===== config.mk =====
export PLATFORM = sky130hd
export DESIGN_NAME = asfp_back
export DESIGN_NICKNAME = d
export VERILOG_FILES = /design/src/hw/rtl/asfp_pkg.sv /design/src/hw/rtl/asfp_back.sv
export VERILOG_INCLUDE_DIRS = /design/src /design/src/hw/rtl
export SDC_FILE = /design/constraint.sdc
export NUM_CORES = 1
export LEC_CHECK = 0
export BUFFER_PORTS_ARGS = -buffer_cell sky130_fd_sc_hd__buf_4
export CAP_MARGIN = 10
export CORE_MARGIN = 2
export CORE_UTILIZATION = 59
export DETAILED_ROUTE_END_ITERATION = 10
export GPL_ROUTABILITY_DRIVEN = 0
export PLACE_DENSITY = 0.83
export SYNTH_ARGS = -nofsm -noshare
export SYNTH_HDL_FRONTEND = slang
export SYNTH_SLANG_ARGS = --single-unit

===== constraint.sdc =====
create_clock -name clk_i -period 3 [get_ports clk_i]
set_input_delay 0.15 -clock clk_i [delete_from_list [all_inputs] [get_ports clk_i]]
set_output_delay 0.15 -clock clk_i [all_outputs]
set_load 0.03 [all_outputs]

===== src/hw/rtl/adc_sample_fifo_packetizer_macros.svh =====
// Assertion macros shared by the packetizer modules.
`ifndef ADC_SAMPLE_FIFO_PACKETIZER_MACROS_SVH
`define ADC_SAMPLE_FIFO_PACKETIZER_MACROS_SVH

// Same-cycle implication, checked on clk_i and switched off during reset.
`define ASFP_ASSERT_IMPL(label, ante, cons) \
  label: assert property (@(posedge clk_i) disable iff (!rst_ni) (ante) |-> (cons)) \
    else $error("packetizer assertion failed");

// Next-cycle implication, checked on clk_i and switched off during reset.
`define ASFP_ASSERT_NEXT(label, ante, cons) \
  label: assert property (@(posedge clk_i) disable iff (!rst_ni) (ante) |=> (cons)) \
    else $error("packetizer assertion failed");

`endif


===== src/hw/rtl/asfp_pkg.sv =====
// Types, constants and sizes shared by the sample packetizer modules.
`default_nettype none
package asfp_pkg;

  localparam int RING_DEPTH     = 8192;
  localparam int PACKET_SAMPLES = 256;
  localparam int PTR_W          = $clog2(RING_DEPTH);
  localparam int PACKET_BYTES   = 4 + 2 * PACKET_SAMPLES;
  localparam int POS_W          = $clog2(PACKET_BYTES);
  localparam int CNT_W          = (PTR_W + 1 > 14) ? PTR_W + 1 : 14;
  localparam int SAMPLE_W       = 12;
  localparam int TAG_W          = 4;
  localparam int WORD_W         = 16;
  localparam int QDEPTH         = 4;
  localparam int QPTR_W         = $clog2(QDEPTH);
  localparam int QCNT_W         = $clog2(QDEPTH + 1);

  localparam logic             FUNC_PUSH  = 1'b0;
  localparam logic             FUNC_PULL  = 1'b1;
  localparam logic [TAG_W-1:0] CHAN_RESET = 4'd5;
  localparam logic [7:0]       SYNC_A     = 8'hAA;
  localparam logic [7:0]       SYNC_B     = 8'h55;
  localparam logic [7:0]       CNT_LO     = 8'(PACKET_SAMPLES & 255);
  localparam logic [7:0]       CNT_HI     = 8'((PACKET_SAMPLES >> 8) & 255);

  typedef enum logic [1:0] {
    KIND_CONST,
    KIND_LOW,
    KIND_HIGH
  } kind_e;

  typedef struct packed {
    logic                func;
    logic [WORD_W-1:0]   adc_word;
  } in_t;

  typedef struct packed {
    logic [7:0] out_byte;
    logic       byte_valid;
    logic       packet_end;
    logic       sample_stored;
    logic       sample_dropped;
  } out_t;

  typedef struct packed {
    kind_e      kind;
    logic [7:0] const_byte;
    logic       valid;
    logic       last;
    logic       stored;
    logic       dropped;
  } cmd_t;

  typedef struct packed {
    logic accept;
    cmd_t cmd;
  } issue_t;

endpackage
`default_nettype wire


===== src/hw/rtl/asfp_back.sv =====
// Back end: joins commands with ring data and queues finished result words.
`default_nettype none
module asfp_back
  import asfp_pkg::*;
(
  input  wire logic                clk_i,
  input  wire logic                rst_ni,
  input  wire issue_t              issue_i,
  input  wire logic [SAMPLE_W-1:0] rdata_i,
  input  wire logic                pop_i,
  output logic                     full_o,
  output logic                     empty_o,
  output out_t                     out_o
);

  `include "adc_sample_fifo_packetizer_macros.svh"

  logic              s1_valid_q;
  cmd_t              s1_cmd_q;
  out_t              res;
  out_t              q_mem [QDEPTH];
  logic [QPTR_W-1:0] wr_ptr_q, wr_ptr_d, rd_ptr_q, rd_ptr_d;
  logic [QCNT_W-1:0] cnt_q, cnt_d;
  logic [QCNT_W:0]   in_flight;
  logic              pop_ok;

  always_comb begin
    res.byte_valid     = s1_cmd_q.valid;
    res.packet_end     = s1_cmd_q.last;
    res.sample_stored  = s1_cmd_q.stored;
    res.sample_dropped = s1_cmd_q.dropped;
    case (s1_cmd_q.kind)
      KIND_CONST: res.out_byte = s1_cmd_q.const_byte;
      KIND_LOW:   res.out_byte = rdata_i[7:0];
      KIND_HIGH:  res.out_byte = 8'(rdata_i[SAMPLE_W-1:8]);
      default:    res.out_byte = '0;
    endcase
  end

  // The command stage always drains next cycle, so it counts against queue space.
  assign in_flight = (QCNT_W+1)'(cnt_q) + (QCNT_W+1)'(s1_valid_q);
  assign full_o    = in_flight >= (QCNT_W+1)'(QDEPTH);
  assign empty_o   = (cnt_q == '0);
  assign pop_ok    = pop_i && !empty_o;
  assign out_o     = q_mem[rd_ptr_q];

  always_comb begin
    wr_ptr_d = wr_ptr_q;
    rd_ptr_d = rd_ptr_q;
    if (s1_valid_q) begin
      wr_ptr_d = (wr_ptr_q == QPTR_W'(QDEPTH - 1)) ? '0 : wr_ptr_q + 1'b1;
    end
    if (pop_ok) begin
      rd_ptr_d = (rd_ptr_q == QPTR_W'(QDEPTH - 1)) ? '0 : rd_ptr_q + 1'b1;
    end
    cnt_d = cnt_q + QCNT_W'(s1_valid_q) - QCNT_W'(pop_ok);
  end

  always_ff @(posedge clk_i or negedge rst_ni) begin
    if (!rst_ni) begin
      s1_valid_q <= 1'b0;
      wr_ptr_q   <= '0;
      rd_ptr_q   <= '0;
      cnt_q      <= '0;
    end else begin
      s1_valid_q <= issue_i.accept;
      wr_ptr_q   <= wr_ptr_d;
      rd_ptr_q   <= rd_ptr_d;
      cnt_q      <= cnt_d;
    end
  end

  always_ff @(posedge clk_i) begin
    s1_cmd_q <= issue_i.cmd;
    if (s1_valid_q) begin
      q_mem[wr_ptr_q] <= res;
    end
  end

  `ASFP_ASSERT_IMPL(a_room, s1_valid_q, cnt_q < QCNT_W'(QDEPTH))
  `ASFP_ASSERT_IMPL(a_cnt_bound, 1'b1, cnt_q <= QCNT_W'(QDEPTH))

endmodule
`default_nettype wire


Word level (Yosys, flattened, before mapping). Memory sizes are Yosys's and may differ from the RTL's. Cells that the tools add are included.

Register bits after elaboration: 22. RAM bits: 48. Input port bits: 30. Output and inout port bits: 14. Logic and storage cells: 30. Memories kept: 1.

Add/sub/neg operators: 5. Magnitude comparators: 1. Equality and inequality tests: 4. Mux-type cells: 5. Reduce and logical (&&, ||, !) cells: 4.

Memory list: q_mem (words 4, bits a word 12, read ports 1, clocked after memory_dff 0, write ports 1, line asfp_back.sv:21) `out_t q_mem [QDEPTH];`.

Operator list (count): $pmux 8 s3 (1); $eq 2x2->1 const B (3); $add 2x1->2 const B (2); $add 3x1->4 (1); $ge 4x3->1 const B (1); $mux 2 (2); $add 3x1->3 (1); $logic_not 3->1 (1); $sub 3x1->3 (1); $eq 2x1->1 const B (1); $logic_not 2->1 (1); $mux 1 (2); $logic_and 1x1->1 (1); $logic_not 1->1 (1).

Longest topological paths before layout.
Word-level depth: 4. Depth in mapped cells: 8. Depth with buffers taken out: 8.

Worst setup path before layout. OpenSTA, ideal clock, no wires.

Kind: register to register. Start point: register cnt_q[1]. End point: register cnt_q[2]. Setup time: 122 ps. Arrival: 1792 ps. Data required time: 2878 ps. Slack: 1086 ps. Stages on the path, launching flop included: 9. Path buffers: 0. Period minus slack after synthesis: 1914 ps. Cells stage by stage: dfrtp_1 > o31ai_2 > inv_1 > ha_1 > inv_1 > ha_1 > inv_1 > fa_1 > xor2_1.

Cells in the longest elaborated chain, start to end: 4. Elaborated cells between the ends (all ways): 5. Those cells by class: add/sub (2); reduce/logical (3).

RTL lines: start: declaration (line asfp_back.sv:23) `logic [QCNT_W-1:0] cnt_q, cnt_d;`; start signal: assignment (line asfp_back.sv:69) `cnt_q <= cnt_d;`; $logic_not 3->1 (line asfp_back.sv:43) `assign empty_o = (cnt_q == '0);`; $logic_not 1->1 (line asfp_back.sv:44) `assign pop_ok = pop_i && !empty_o;`; $logic_and 1x1->1 (line asfp_back.sv:44); named net pop_ok (line asfp_back.sv:25) `logic pop_ok;`; $sub 3x1->3 (line asfp_back.sv:56) `cnt_d = cnt_q + QCNT_W'(s1_valid_q) - QCNT_W'(pop_ok);`; named net cnt_d[2] (line asfp_back.sv:23).

The timed path passes the listed nets, and every way through them passes these cells. A chain may end at the register's enable or synchronous reset.

==> results.toml <==
[run_status]
status = "finished clean"

[worst_setup_path]
start_kind = "flop"
end_kind = "output port"
arrival_ps = 2040
cp.required_ps = 2850
critPathMaxFanout = 15
critPathKind = "reg2out"

[timing]
worstMarginPinSlew_ps = 792.0
final.setup.tns_ps = 0
timing.final.crit_share_pct = 72.87
setup_viol = 0
min_period_ps = 2186
finalClockSkew_ps = 10.28
rsz0062_at_grt = "no"
fmax_mhz = 457.4
slew_violations = 0
hold_viol = 0
relSlewSlack_pct = 47.20

[global_routing]
grt_pass1_wl_um = 6955
overflow = 0
grt_max_degree = 16
globalRouteTotalUtil_pct = 19.50
grt_pass1_vias = 1497
antenna_found_initial = 0

[synth]
syn_area_um2 = 2664
yosys.area_share.xor_xnor_pct = 0.3288
synth_top_area_share_pct = 54.11
synth_nets = 176
synth-compound-area-share_pct = 2.442
yosysUniqueCellTypes = 25
muxShareOfSynthArea_pct = 14.94
synth_area_leaders = "edfxtp_1 54%, dfxtp_1 11%, dfrtp_1 7.5%, mux4_2 6.8%, mux4_1 3.9%"
synth-simple-area-share_pct = 2.912
ys.flop_type = "edfxtp_1"
synth.largest_area_cell = "edfxtp_1"
yosysWarnings = 0
synth-async-reset-ratio_pct = 11.43
synth_fa_ha_area_share_pct = 4.509
synth-seq-cells = 70
synth_edf_count = 48
synth.most_common_cell = "edfxtp_1"
synthCells = 137
synth_seq_area_share_pct = 72.15
avgSynthCellArea_um2 = 19.44
synth_top_family_by_area = "multiplexers"
ys_top_cells_by_count = "48 x edfxtp_1, 14 x dfxtp_1, 9 x mux2i_1"

[cts]
clkLatencyLatePin_ps = 340
cts_htree_levels = 3
cts.path.max_buffers = 2
cts.repair.resized = 0
cts_inserted_buffers = 9
cts-root-buf = "clkbuf_8"
cts.sinks = 70
cts_tree = "built"
path_clk_slew_ps = 80

[route]
route.detailed.drc = 0
totalWireLength_um = 4489
antenna_left = 0
initialDrtViolationCount = 44
viasPerCell = 5.375
num_vias = 1392
firstDrtPassIters = 4
wl_per_cell_um = 17.33

[floorplan]
coreArea_um2 = 4354
die-height_um = 71.20
die_w_um = 71.20
initial_core_util_pct = 61.18
pin_count = 44
num_rows = 24
dieArea_um2 = 5069

[flow_run]
drv_cap = 0

[placed_design]
port_buffers = 43
dp_hpwl_um = 2934

[power]
leakage_nw = 1.333
ir_drop_uv = 666.6
power_density_nw_per_um2 = 907.3

[worst_hold_path]
hp-class = "in2async"

[final_layout]
final_util_pct = 77.10
fin_nets = 241
final_layout_size_suffix_gt1_share_pct = 33.82
synthToLayoutAreaGrowth_pct = 26.02
diodes = 0
==> layer usage <==
metal  routed length [µm]  vias to the layer above  part of all wire, %  track usage, %
li1                     -                      658                    -               -
met1                 1793                      687                   40           21.49
met2                 2419                       45                   54           33.54
met3                  259                        2                  5.8           9.402
met4                   17                        0                 0.38           5.660
met5                    0                        -                    0               0
==> flip-flops by register name (all words and copies together) (netlist names) <==
| register | count |
|---|---|
| res | 4 |
| rd_ptr_q | 2 |
| q_mem | 48 |
| wr_ptr_q | 2 |
| s1_cmd_q | 10 |
| s1_valid_q | 1 |
| cnt_q | 3 |
==> repair_timing <==
| action | CTS | global route |
|---|---|---|
| setup buffers | 0 | 0 |
| hold buffers | 16 | 0 |
| hold endpoints to repair | 23 | 0 |
==> cell type report <==
class,instances,area [µm²]
Sequential cell,70,1922
Inverter,7,26.28
Clock buffer,10,127.6
Tap cell,52,65.06
Multi-Input combinational cell,55,669.4
Clock inverter,6,63.81
Fill cell,238,997.2
Timing Repair Buffer,59,483.0
==> cell families (layout without fill, tap and decap cells) <==
| kind of cell | after synthesis | after routing |
|---|---|---|
| compound gates | 8 | 8 |
| xor+xnor | 1 | 1 |
| fa+ha+maj | 9 | 9 |
| buf+inv | 12 | 82 |
| flops | 70 | 70 |
| mux | 23 | 23 |
| simple gates | 14 | 14 |
==> power by group <==
part	switching, mW	leakage (nW)	internal (mW)	total, mW
Combinational	0.502	0.583	0.448	0.950
Sequential	0.166	0.659	1.22	1.38
Clock	0.330	0.0923	0.382	0.712
==> path summary, 6_finish.rpt <==
kind                            depth (start not counted)                      end  slack [ps]               startpoint
worst min-delay path                                    2       cnt_q[2]$_DFF_PN0_         160                   rst_ni
max in group asynchronous                               2  wr_ptr_q[1]$_DFFE_PN0P_        2700                   rst_ni
worst max register to register                          8       cnt_q[2]$_DFF_PN0_         950       cnt_q[1]$_DFF_PN0_
worst max-delay path                                    2                 out_o[9]         810  rd_ptr_q[0]$_DFFE_PN0P_
worst min register to register                          0    q_mem[3][3]$_DFFE_PP_         490           res[3]$_DFF_P_
min in group clk_i                                      3  rd_ptr_q[0]$_DFFE_PN0P_         190                    pop_i
==> per-stage QoR <==
step                instances  instance area [µm²]  hold slack (ps)  power (mW)  setup slack (ps)
CTS                       259                 3357            128.9       3.095             762.4
detailed placement        227                 3005           -24.86       2.347             947.1
floorplan                 137                 2664           -145.6       2.056              1086
global placement          227                 3005           -31.28       2.294              1042
finish                    259                 3357            159.9       3.046             813.8
global route              259                 3357            138.3       3.207             664.5
==> critical path, cell delays in order (launching register included) <==
cell and delay, ps:
dfrtp_1 860, mux4_2 640, buf_4 200
==> layout by cell type, fill, tap and decap left out, types with 2 or more instances in the layout <==
| master | n |
|---|---|
| and2_1 | 4 |
| buf_4 | 43 |
| clkbuf_8 | 9 |
| clkinv_2 | 2 |
| clkinvlp_4 | 2 |
| dfrtp_1 | 8 |
| dfxtp_1 | 14 |
| dlygate4sd3_1 | 16 |
| edfxtp_1 | 48 |
| ha_1 | 8 |
| inv_1 | 7 |
| mux2_2 | 2 |
| mux2i_1 | 9 |
| mux4_1 | 4 |
| mux4_2 | 8 |
| nor2_1 | 5 |
| o21ai_0 | 2 |
| o2bb2ai_1 | 4 |
(Power assumes the default switching activity.)
